### src/rtl/core/sha1_stream_hasher_macros.svh
// assertion macros for the sha1 stream hasher
`ifndef SHA1_STREAM_HASHER_MACROS_SVH
`define SHA1_STREAM_HASHER_MACROS_SVH

// implication checked on every clock edge outside reset
`define SHA_ASSERT_IMP(label, clk, rst, ante, cons) \
  label: assert property (@(posedge clk) disable iff (rst) (ante) |-> (cons)) \
    else $error("assertion failed");

// next-cycle implication checked outside reset
`define SHA_ASSERT_NEXT(label, clk, rst, ante, cons) \
  label: assert property (@(posedge clk) disable iff (rst) (ante) |=> (cons)) \
    else $error("assertion failed");

`endif

### src/rtl/core/sha_pkg.sv
package sha_pkg;

  localparam logic [1:0] ACT_RESTART = 2'd0;
  localparam logic [1:0] ACT_ABSORB  = 2'd1;
  localparam logic [1:0] ACT_FINISH  = 2'd2;
  localparam logic [1:0] ACT_UNUSED  = 2'd3;

  localparam logic [31:0] K0 = 32'h5A827999;
  localparam logic [31:0] K1 = 32'h6ED9EBA1;
  localparam logic [31:0] K2 = 32'h8F1BBCDC;
  localparam logic [31:0] K3 = 32'hCA62C1D6;

  localparam logic [31:0] H0 = 32'h67452301;
  localparam logic [31:0] H1 = 32'hEFCDAB89;
  localparam logic [31:0] H2 = 32'h98BADCFE;
  localparam logic [31:0] H3 = 32'h10325476;
  localparam logic [31:0] H4 = 32'hC3D2E1F0;

  localparam logic [7:0] PAD_BYTE = 8'h80;
  localparam logic [5:0] LEN_SLOT = 6'd55;

  // byte source for a block store write
  localparam logic [1:0] WSRC_DATA = 2'd0;
  localparam logic [1:0] WSRC_PAD  = 2'd1;
  localparam logic [1:0] WSRC_ZERO = 2'd2;
  localparam logic [1:0] WSRC_LEN  = 2'd3;

  typedef struct packed {
    logic       init;       // load initial chain, clear counters
    logic       wr;         // write one byte at fill count, advance
    logic [1:0] wsrc;
    logic       add_len;    // add 8 to bit length
    logic       comp_start; // start compression of the block
    logic       set_done;
    logic       set_broken;
  } sha_cmd_t;

  typedef struct packed {
    logic [5:0] fill;
    logic       busy;
    logic       len_wrap;   // bit length is about to wrap on this add
  } sha_sts_t;

  function automatic logic [31:0] rotl(input logic [31:0] x, input int n);
    rotl = (x << n) | (x >> (32 - n));
  endfunction

endpackage

### src/rtl/core/sha_stream_if.sv
interface sha_in_if;
  logic       valid;
  logic       ready;
  logic [1:0] action;
  logic [7:0] data_byte;
  modport source (output valid, action, data_byte, input ready);
  modport sink (input valid, action, data_byte, output ready);
endinterface

interface sha_out_if;
  logic        valid;
  logic        ready;
  logic [31:0] digest_word;
  logic [2:0]  word_index;
  logic        last_word;
  logic        status;
  modport source (output valid, digest_word, word_index, last_word, status, input ready);
  modport sink (input valid, digest_word, word_index, last_word, status, output ready);
endinterface

### src/rtl/core/sha1_stream_hasher.sv
// sha1_stream_hasher: byte-serial SHA-1 engine.
// in_ch carries action (restart, absorb, finish) and data_byte; a request is
// taken when valid and ready are both high. out_ch returns result items:
// five digest words (index 0..4, last_word on index 4, status 0) per
// finish, or one error item (status 1) if the hash was corrupted.
// An absorb writes one byte into the block store; the 64th byte of a block
// starts a compression (a start step, loading the 16-word schedule window,
// 80 rounds and the return to idle), during which no request is accepted.
// A finish of an unfinished hash pads the block byte by byte (one or two
// blocks, each followed by a compression) and then emits one word per cycle
// from the output register while the receiver accepts it.
// Restart and absorb produce no result. Reset (rst, synchronous) loads the
// initial chain value and clears counters and flags.
// When the receiver stalls, the current word holds in the output register
// and emission pauses; no input is accepted until the last word is loaded.
module sha1_stream_hasher (
  input logic        clk,
  input logic        rst,
  sha_in_if.sink     in_ch,
  sha_out_if.source  out_ch
);

  sha_pkg::sha_cmd_t cmd;
  sha_pkg::sha_sts_t sts;
  logic        emit, emit_err, out_free;
  logic [2:0]  emit_index;
  logic [31:0] rd_word;

  assign out_free = !out_ch.valid || out_ch.ready;

  sha_control u_ctrl (
    .clk, .rst, .in_ch, .sts, .out_free, .cmd, .emit, .emit_index, .emit_err
  );

  sha_datapath u_dp (
    .clk, .rst, .cmd, .data_byte(in_ch.data_byte), .rd_index(emit_index),
    .sts, .rd_word
  );

  // output register
  always_ff @(posedge clk) begin
    if (rst) begin
      out_ch.valid <= 1'b0;
    end else if (out_free) begin
      out_ch.valid <= emit;
      if (emit) begin
        out_ch.digest_word <= emit_err ? 32'd0 : rd_word;
        out_ch.word_index  <= emit_err ? 3'd0 : emit_index;
        out_ch.last_word   <= emit_err || (emit_index == 3'd4);
        out_ch.status      <= emit_err;
      end
    end
  end

endmodule

### src/rtl/core/sha_datapath.sv
module sha_datapath (
  input  logic                 clk,
  input  logic                 rst,
  input  sha_pkg::sha_cmd_t    cmd,
  input  logic [7:0]           data_byte,
  input  logic [2:0]           rd_index,
  output sha_pkg::sha_sts_t    sts,
  output logic [31:0]          rd_word
);

  logic [31:0] block_store [16];
  logic [31:0] w [16];
  logic [31:0] chain [5];
  logic [31:0] a, b, c, d, e;
  logic [5:0]  fill;
  logic [63:0] message_bits;
  logic [6:0]  round;
  logic        busy;
  logic        loading;
  logic [3:0]  load_idx;
  logic [7:0]  wbyte;
  logic [2:0]  len_sel;
  logic [31:0] f, k, wt, tmp, wnew;

  assign sts.fill     = fill;
  assign sts.busy     = busy;
  assign sts.len_wrap = (message_bits[63:3] == '1);
  assign rd_word      = chain[rd_index];

  // byte to store
  assign len_sel = 3'(fill - 6'd56);
  always_comb begin
    case (cmd.wsrc)
      sha_pkg::WSRC_DATA: wbyte = data_byte;
      sha_pkg::WSRC_PAD:  wbyte = sha_pkg::PAD_BYTE;
      sha_pkg::WSRC_ZERO: wbyte = 8'd0;
      default:            wbyte = message_bits[8 * (7 - len_sel) +: 8];
    endcase
  end

  // round function
  always_comb begin
    if (round < 7'd20) begin
      f = (b & c) | (~b & d); k = sha_pkg::K0;
    end else if (round < 7'd40) begin
      f = b ^ c ^ d; k = sha_pkg::K1;
    end else if (round < 7'd60) begin
      f = (b & c) | (b & d) | (c & d); k = sha_pkg::K2;
    end else begin
      f = b ^ c ^ d; k = sha_pkg::K3;
    end
    wnew = sha_pkg::rotl(w[13] ^ w[8] ^ w[2] ^ w[0], 1);
    wt   = (round < 7'd16) ? w[0] : wnew;
    tmp  = sha_pkg::rotl(a, 5) + f + e + wt + k;
  end

  // block store write port, big-endian byte lanes in 16 words
  always_ff @(posedge clk) begin
    if (cmd.wr) block_store[fill[5:2]][8 * (3 - fill[1:0]) +: 8] <= wbyte;
  end

  // schedule window: load 16 words, then shift one per round
  always_ff @(posedge clk) begin
    if (loading) begin
      for (int i = 0; i < 15; i++) w[i] <= w[i + 1];
      w[15] <= block_store[load_idx];
    end else if (busy) begin
      for (int i = 0; i < 15; i++) w[i] <= w[i + 1];
      w[15] <= wt;
    end
  end

  // control and chain registers
  always_ff @(posedge clk) begin
    if (rst || cmd.init) begin
      chain[0] <= sha_pkg::H0; chain[1] <= sha_pkg::H1; chain[2] <= sha_pkg::H2;
      chain[3] <= sha_pkg::H3; chain[4] <= sha_pkg::H4;
      fill <= '0; message_bits <= '0; busy <= 1'b0; loading <= 1'b0;
      load_idx <= '0; round <= '0;
    end else begin
      if (cmd.wr) fill <= fill + 6'd1;
      if (cmd.add_len) message_bits <= message_bits + 64'd8;
      if (cmd.comp_start) begin
        busy <= 1'b1; loading <= 1'b1; load_idx <= '0; round <= '0;
        a <= chain[0]; b <= chain[1]; c <= chain[2]; d <= chain[3]; e <= chain[4];
      end else if (loading) begin
        load_idx <= load_idx + 4'd1;
        if (load_idx == 4'd15) loading <= 1'b0;
      end else if (busy) begin
        e <= d; d <= c; c <= sha_pkg::rotl(b, 30); b <= a; a <= tmp;
        round <= round + 7'd1;
        if (round == 7'd79) begin
          busy <= 1'b0;
          fill <= '0;
          chain[0] <= chain[0] + tmp; chain[1] <= chain[1] + a;
          chain[2] <= chain[2] + sha_pkg::rotl(b, 30);
          chain[3] <= chain[3] + c; chain[4] <= chain[4] + d;
        end
      end
    end
  end

endmodule

### src/rtl/core/sha_control.sv
`include "sha1_stream_hasher_macros.svh"
module sha_control (
  input  logic              clk,
  input  logic              rst,
  sha_in_if.sink            in_ch,
  input  sha_pkg::sha_sts_t sts,
  input  logic              out_free,
  output sha_pkg::sha_cmd_t cmd,
  output logic              emit,
  output logic [2:0]        emit_index,
  output logic              emit_err
);

  localparam logic [2:0] S_IDLE = 3'd0;
  localparam logic [2:0] S_PAD  = 3'd1;
  localparam logic [2:0] S_WAIT = 3'd2;
  localparam logic [2:0] S_EMIT = 3'd3;
  localparam logic [2:0] S_ABS  = 3'd4;

  logic [2:0] state, state_next;
  logic [2:0] idx, idx_next;
  logic       done, done_next, broken, broken_next;
  logic       second, second_next; // padding needs a length block after this one
  logic       pad_mode, pad_mode_next;
  logic       acc;

  assign in_ch.ready = (state == S_IDLE);
  assign acc = in_ch.valid && in_ch.ready;

  always_comb begin
    state_next = state; idx_next = idx; done_next = done; broken_next = broken;
    second_next = second;
    cmd = '0; emit = 1'b0; emit_index = idx; emit_err = broken;
    unique case (state)
      S_IDLE: begin
        if (acc) begin
          case (in_ch.action)
            sha_pkg::ACT_RESTART: begin
              cmd.init = 1'b1; done_next = 1'b0; broken_next = 1'b0;
            end
            sha_pkg::ACT_ABSORB: begin
              if (done || broken) broken_next = 1'b1;
              else begin
                cmd.wr = 1'b1; cmd.wsrc = sha_pkg::WSRC_DATA; cmd.add_len = 1'b1;
                if (sts.len_wrap) broken_next = 1'b1;
                if (sts.fill == 6'd63) state_next = S_ABS;
              end
            end
            sha_pkg::ACT_FINISH: begin
              idx_next = '0;
              if (broken || done) state_next = S_EMIT;
              else begin
                cmd.wr = 1'b1; cmd.wsrc = sha_pkg::WSRC_PAD;
                second_next = (sts.fill > sha_pkg::LEN_SLOT);
                // pad byte in the last slot fills the block at once
                state_next = (sts.fill == 6'd63) ? S_ABS : S_PAD;
              end
            end
            default: ;
          endcase
        end
      end
      S_ABS: begin
        cmd.comp_start = 1'b1; state_next = S_WAIT;
      end
      S_PAD: begin
        // fill zeros, length bytes go in slots 56..63 unless a second block follows
        cmd.wr = 1'b1;
        cmd.wsrc = (second || sts.fill <= sha_pkg::LEN_SLOT) ? sha_pkg::WSRC_ZERO
                                                             : sha_pkg::WSRC_LEN;
        if (sts.fill == 6'd63) begin
          state_next = S_WAIT; cmd.comp_start = 1'b1;
        end
      end
      S_WAIT: begin
        // busy is already high in the first cycle here
        if (!sts.busy) begin
          if (!pad_mode) state_next = S_IDLE;
          else if (second) begin
            second_next = 1'b0; state_next = S_PAD;
          end else begin
            done_next = 1'b1; state_next = S_EMIT;
          end
        end
      end
      S_EMIT: begin
        if (out_free) begin
          emit = 1'b1;
          idx_next = idx + 3'd1;
          if (broken || idx == 3'd4) state_next = S_IDLE;
        end
      end
      default: state_next = S_IDLE;
    endcase
  end

  // remembers that the current compression belongs to a finish
  always_comb begin
    pad_mode_next = pad_mode;
    if (state == S_IDLE && acc && in_ch.action == sha_pkg::ACT_FINISH) pad_mode_next = 1'b1;
    else if (state == S_IDLE) pad_mode_next = 1'b0;
  end

  always_ff @(posedge clk) begin
    if (rst) begin
      state <= S_IDLE; idx <= '0; done <= 1'b0; broken <= 1'b0; second <= 1'b0;
      pad_mode <= 1'b0;
    end else begin
      state <= state_next; idx <= idx_next; done <= done_next; broken <= broken_next;
      second <= second_next; pad_mode <= pad_mode_next;
    end
  end

  `SHA_ASSERT_IMP(a_ready_idle, clk, rst, in_ch.ready, state == S_IDLE)
  `SHA_ASSERT_IMP(a_emit_range, clk, rst, emit, idx <= 3'd4)
  `SHA_ASSERT_NEXT(a_start_busy, clk, rst, cmd.comp_start, sts.busy)

endmodule

### src/flat_wrapper.sv
// flat-port wrapper written by rule: the top's interface ports become plain ports
module sha1_stream_hasher_flat 
  (clk, rst, in_ch_valid, in_ch_action, in_ch_data_byte, in_ch_ready, out_ch_valid, out_ch_digest_word, out_ch_word_index, out_ch_last_word, out_ch_status, out_ch_ready);
  sha_in_if in_ch_i ();
  sha_out_if out_ch_i ();
  input logic clk;
  input logic rst;
  input wire logic [$bits(in_ch_i.valid)-1:0] in_ch_valid;
  input wire logic [$bits(in_ch_i.action)-1:0] in_ch_action;
  input wire logic [$bits(in_ch_i.data_byte)-1:0] in_ch_data_byte;
  output wire logic [$bits(in_ch_i.ready)-1:0] in_ch_ready;
  output wire logic [$bits(out_ch_i.valid)-1:0] out_ch_valid;
  output wire logic [$bits(out_ch_i.digest_word)-1:0] out_ch_digest_word;
  output wire logic [$bits(out_ch_i.word_index)-1:0] out_ch_word_index;
  output wire logic [$bits(out_ch_i.last_word)-1:0] out_ch_last_word;
  output wire logic [$bits(out_ch_i.status)-1:0] out_ch_status;
  input wire logic [$bits(out_ch_i.ready)-1:0] out_ch_ready;
  assign in_ch_i.valid = in_ch_valid;
  assign in_ch_i.action = in_ch_action;
  assign in_ch_i.data_byte = in_ch_data_byte;
  assign in_ch_ready = in_ch_i.ready;
  assign out_ch_valid = out_ch_i.valid;
  assign out_ch_digest_word = out_ch_i.digest_word;
  assign out_ch_word_index = out_ch_i.word_index;
  assign out_ch_last_word = out_ch_i.last_word;
  assign out_ch_status = out_ch_i.status;
  assign out_ch_i.ready = out_ch_ready;
  sha1_stream_hasher u_core (.clk(clk), .rst(rst), .in_ch(in_ch_i), .out_ch(out_ch_i));
endmodule
### config.mk
export PLATFORM = sky130hd
export DESIGN_NAME = sha1_stream_hasher_flat
export DESIGN_NICKNAME = d
export VERILOG_FILES = /design/src/rtl/core/sha_pkg.sv /design/src/rtl/core/sha_stream_if.sv /design/src/rtl/core/sha1_stream_hasher.sv /design/src/rtl/core/sha_datapath.sv /design/src/rtl/core/sha_control.sv /design/src/flat_wrapper.sv
export VERILOG_INCLUDE_DIRS = /design/src /design/src/rtl/core
export SDC_FILE = /design/constraint.sdc
export NUM_CORES = 2
export LEC_CHECK = 0
export BUFFER_PORTS_ARGS = -buffer_cell sky130_fd_sc_hd__buf_2
export CORE_ASPECT_RATIO = 1.1
export CORE_UTILIZATION = 59
export CTS_CLUSTER_DIAMETER = 80
export DETAILED_ROUTE_END_ITERATION = 8
export PLACE_DENSITY = 0.75
export SYNTH_ARGS = -nofsm -noshare
export SYNTH_HDL_FRONTEND = slang
export SYNTH_SLANG_ARGS = --single-unit
### constraint.sdc
create_clock -name clk -period 31.8 [get_ports clk]
set_input_delay 3.18 -clock clk [delete_from_list [all_inputs] [get_ports clk]]
set_output_delay 3.18 -clock clk [all_outputs]
set_load 0.01 [all_outputs]
======== Word level (Yosys, flattened, before mapping) ========
Memory sizes are Yosys's and may differ from the RTL's. A register that Yosys moved wholly into a read port is not among the register bits.
Cells that the tools add are included.
cells by class
  $add $sub $neg .......................... 18
  $mul .................................... 0
  div/mod/pow operators ................... 0
  order comparisons ....................... 6
  eq/ne operators ......................... 28
  shift-type cells ........................ 3
  muxes and demuxes ....................... 121
  bitwise gates (word level) .............. 40
  reduce and logical (&&, ||, !) cells .... 26
operator list
  operator                 number
  $mux 32                  43
  $add 32x32->32           9
  $xor 32x32->32           5
  $and 32x32->32           4
  $or 32x32->32            3
  $add 64x4->64 const B    1
  $shiftx 64x33->8         1
  $eq 61x61->1 const B     1
  $mux 1                   43
  $mux 3                   13
  $neg 32->34              1
  $shift 8x34->32 const A  1
  $shiftx 8x34->32         1
  $not 32->32              1
  $or 32x1->32             1
  $or 32x30->32            1
  $or 32x5->32             1
  $mux 31                  1
  $mux 6                   5
  $pmux 3 s2               4
  $pmux 8 s3               1
  $or 1x1->1               21
  $pmux 3 s5               1
  $lt 7x5->1 const B       2
  other kinds (40)         77
word-level totals
  register bits ........................... 259
  latch bits .............................. 0
  RAM bits ................................ 1184
  bits in read-only memories .............. 0
  bits of input ports ..................... 14
  output and inout bits ................... 39
  word-level logic and storage cells ...... 266
  memories ................................ 3
memory list
  memory                   words  bits a word  rd ports  clocked after memory_dff  wr ports  RTL line            RTL
  u_core.u_dp.block_store  16     32           1         1                         1         sha_datapath.sv:11  logic [31:0] block_store [16];
  u_core.u_dp.w            16     32           16        0                         16        sha_datapath.sv:12  logic [31:0] w [16];
  u_core.u_dp.chain        5      32           6         1                         5         sha_datapath.sv:13  logic [31:0] chain [5];

======== Depth between registers and ports, before layout ========
  depth in word-level cells ............... 13
  depth in mapped cells ................... 38

======== Cells and area by module ========
A second synthesis with hierarchy kept.
unflattened totals
  cell total of the unflattened synthesis .. 4698
  area total of the unflattened synthesis .. 69300.2 sq um
modules (own cells, without submodules)
  module              times used  cells an instance  area each (sq um)  sequential area each (sq um)
  sha_datapath        1           4520               67139.4            42040.3
  sha1_stream_hasher  1           82                 1410.1             1131.1
  sha_control         1           96                 750.7              200.2

======== Worst setup path after synthesis ========
Ideal clock, no wire load.
  path type ............................... in2reg
  start ................................... in in_ch_action[0]
  end ..................................... reg u_core.u_dp.a[0] (enable)
  setup time .............................. 0.732 ns
  arrival ................................. 11.505 ns
  required time ........................... 31.068 ns
  setup slack ............................. 19.562 ns
  stages .................................. 6
  path buffers ............................ 1
  cells stage by stage .................... inv_1 > ha_1 > nand3_1 > nand2b_1 > clkbuf_1 > a21oi_1
on the way
  longest elaborated chain between the ends .. 7
RTL lines
  what                               RTL line            RTL
  from (decl)                        flat_wrapper.sv:9   input wire logic [$bits(in_ch_i.action)-1:0] in_ch_action;
  $logic_not 2->1                    sha_control.sv:37   case (in_ch.action)
  $mux 1                             sha_control.sv:37
  $mux 5                             sha_control.sv:36   if (acc) begin
  $mux 1                             sha_control.sv:34   unique case (state)
  $logic_or 1x1->1                   sha_datapath.sv:75  if (rst || cmd.init) begin
  $not 1->1 (no source line)         n/a
  $reduce_and 3->1 (no source line)  n/a
  to (signal assigned)               sha_datapath.sv:85  a <= chain[0]; b <= chain[1]; c <= chain[2]; d <= chain[3]; e <= chain[4];
  to (decl)                          sha_datapath.sv:14  logic [31:0] a, b, c, d, e;
Every way passes these cells.
A chain may end at the register's enable or synchronous reset.

==> reports/results.tsv <==
metric	value	unit
# IOs	53	
Initial Util	0.597	
area share of the largest cell type after synthesis	0.606	
Setup Buffers After CTS	0	
crit path max fanout	35	
clock skew	0.0369	ns
fin. max-slew vios	0	
Power Internal	3.73	mW
Post-synth top flop	edfxtp_1	
share of layout cells above drive strength 1	0.116	
Resize count post-CTS	0	
TNS Setup	0	ns
Synth Cell Area	0.0684	sq mm
Clk Latency, worst-skew pair	0.79	ns
combinational share of power	0.221	
sequential fraction of the synthesis area	0.634	
R2R Setup Slk	22.33	ns
crit path DAT	9.96	ns
largest net degree at the start of global routing	212	
leading area contributor after synthesis	edfxtp_1	
DP Area	0.0704	sq mm
DR pass1 iterations	6	
DIE AREA	0.117	sq mm
total power draw	5.21	mW
pwr dens	69.3	mW/mm^2
Global Route Usage Sum	0.274	
number of synthesized flops with an enable pin	1381	
Site Rows	130	
Final Hold Vio Count	0	
H-tree depth	4	
Die Ht	359	um
via count of the first global-routing pass	40200	
Sw Share	0.285	
Cells after Synth	4836	
Via Count	40300	
net switching power	1.49	mW
Critical Path Most Common Cell	nor2_1	
Final Instance Area	0.0752	sq mm
clock-pin transition on the worst setup and hold timing paths	0.06	ns
max incr delay on CP	0.74	ns
Via density	6.15	
min-delay worst type	register to register	
Unique masters post-synth	88	
slew margin rel.	0.183	
Setup CP Type	register to register	
CTS tree	yes	
Startpoint Class	register	
worst hold slack	0.410	ns
ys async rst share	0	
critical path data required time	32.29	ns
DRT antenna net count	0	
initial antenna violation count	0	
die width	327	um
Num CTS Buffers	149	
CTS sink count	1476	
nets	5291	
DRC viols	0	
most common cell in the netlist	edfxtp_1	
Core Area	0.115	sq mm
Routed WL per cell	24.3	um
Area Growth Syn to Fin	9.89	%
Mapped Nets	5210	
register share of total power	0.445	
pin slew with the least headroom to its limit	1.22	ns
Final setup violation count	0	
HPWL after DPL	104000	um
flops & latches, synth	1476	
Port Buffers	52	
maximum VDD drop	0.0526	mV
warnings from Yosys	0	
Post-CTS Hold Buffers	0	
slowest stage cell, crit path	a41oi_1	
clock buffer depth	3	
RSZ-0062 raised after global routing	no	
Layout Utilization	0.656	
Commonest cells post-synth	edfxtp_1, nand2_1, nor2_1	
root buf cell	clkbuf_16	
Final min period	9.47	ns
Avg Inst Size Synth	14.1	sq um
outcome	finished clean	
total gr overflow	0	
Routed Wire Length	159000	um
gpl congestion	0.886	
fmax	106	MHz
Final Cycle Share	0.298	
synth top area cells	edfxtp_1, mux4_2, ha_1	
drt first-iter violations	4365	
clock share of power	0.335	
CP endpoint kind	register	
max cap viols	0	
first-pass GRT wire length	242000	um
Static Leakage	26.0	nW
==> sequential cells by signal, indices dropped and copies added, names as in the netlist, 3 cells and up, named ones only <==
name,flops
u_core.u_dp.block_store,512
u_core.u_dp.w,512
u_core.u_dp.chain,160
u_core.u_dp.message_bits,61
u_core.out_ch.digest_word,32
u_core.u_dp.a,32
u_core.u_dp.b,32
u_core.u_dp.c,32
u_core.u_dp.d,32
u_core.u_dp.e,32
u_core.u_dp.round,7
u_core.u_dp.fill,6
u_core.u_dp.load_idx,4
u_core.out_ch.word_index,3
u_core.u_ctrl.emit_index,3
u_core.u_ctrl.state,3
==> through the flow <==
step,cells,worst slack (ns)
CTS,6559,22.36
global placement,6284,22.61
global route,6559,21.64
detailed placement,6284,22.42
floorplan,4836,19.56
finish,6560,22.33
==> critical path, delay by kind of cell (launching register included) <==
| family | cells | cell delay (ns) |
|---|---|---|
| compound gates | 11 | 3.05 |
| simple gates | 11 | 1.97 |
| fa+ha+maj | 5 | 1.93 |
| buf+inv | 6 | 1.35 |
| xor+xnor | 3 | 0.48 |
| flops | 1 | 0.39 |
==> cell usage in the layout (no fill, tap or decap), types with 8 or more instances in the layout <==
cell type and count:
a21o_1 87, and3_1 23, or3_1 27, nor2b_1 59, a21oi_1 183, inv_1 202, bufinv_16 11, o32a_1 12
ha_1 235, o32ai_1 16, nor3_1 38, nand4_1 19, clkinv_1 32, or4_1 8, mux2i_1 41, nand2_1 659
nand3_1 63, o21bai_1 21, buf_2 52, or2_2 8, mux2_2 17, o21a_1 30, buf_4 30, a211oi_1 22
o21ai_0 166, mux4_2 205, nor2_1 424, nand2b_1 33, xor2_1 116, edfxtp_1 1381, a31oi_1 15, clkbuf_16 155
clkinv_2 35, fa_1 125, clkbuf_1 20, and2_1 14, dfxtp_1 87, xnor2_1 203
==> worst paths after layout <==
path                                     start                                      to  cells after the start
max reg2reg  u_core.u_dp.round[4]$_SDFFE_PP0P_  u_core.u_dp.chain[0][31]$_SDFFCE_PN0P_                     36
min reg2reg    u_core.u_dp.w[0][116]$_DFFE_PP_          u_core.u_dp.w[0][84]$_DFFE_PP_                      0
min            u_core.u_dp.w[0][116]$_DFFE_PP_          u_core.u_dp.w[0][84]$_DFFE_PP_                      0
max          u_core.u_dp.round[4]$_SDFFE_PP0P_  u_core.u_dp.chain[0][31]$_SDFFCE_PN0P_                     36
==> cell families (layout without fill, tap and decap cells) <==
| group | after synthesis | count (layout) | share of synthesized area |
|---|---|---|---|
| flip-flops | 1476 | 1476 | 0.634 |
| AND/OR/NAND/NOR | 1406 | 1406 | 0.0884 |
| AO/OA/AOI/OAI | 653 | 653 | 0.0612 |
| adder cells (fa/ha/maj) | 360 | 360 | 0.0795 |
| buffers and inverters | 359 | 564 | 0.0199 |
| XOR/XNOR | 319 | 319 | 0.0408 |
| multiplexers | 263 | 263 | 0.0763 |
| other | 0 | 1 | 0 |
==> final cells by class <==
cell class	count	area (sq um)
multi-input cells	3001	23800
flip-flops and latches	1476	43400
repair buffers	85	546
clock inverters	97	827
clock buffers	178	4000
well taps	1518	1900
diodes	1	2.50
fillers	7893	39500
inverters	204	771
==> power by group through the flow <==
stage / clock, mW / sequential [mW] / combinational [mW]
after floorplan: 0 / 2.36 / 0.887
after global placement: 0 / 2.35 / 1.11
after detailed placement: 0 / 2.36 / 1.12
after CTS: 1.76 / 2.32 / 1.14
after global routing: 1.83 / 2.32 / 1.28
final: 1.74 / 2.32 / 1.15
==> metal layers <==
layer	track usage	wire [um]	vias up
met1	0.383	65700	20200
met4	0.122	7160	0
li1	-	-	17900
met2	0.426	74900	1789
met5	0	0	-
met3	0.0463	11400	387
(Power assumes the default switching activity.)
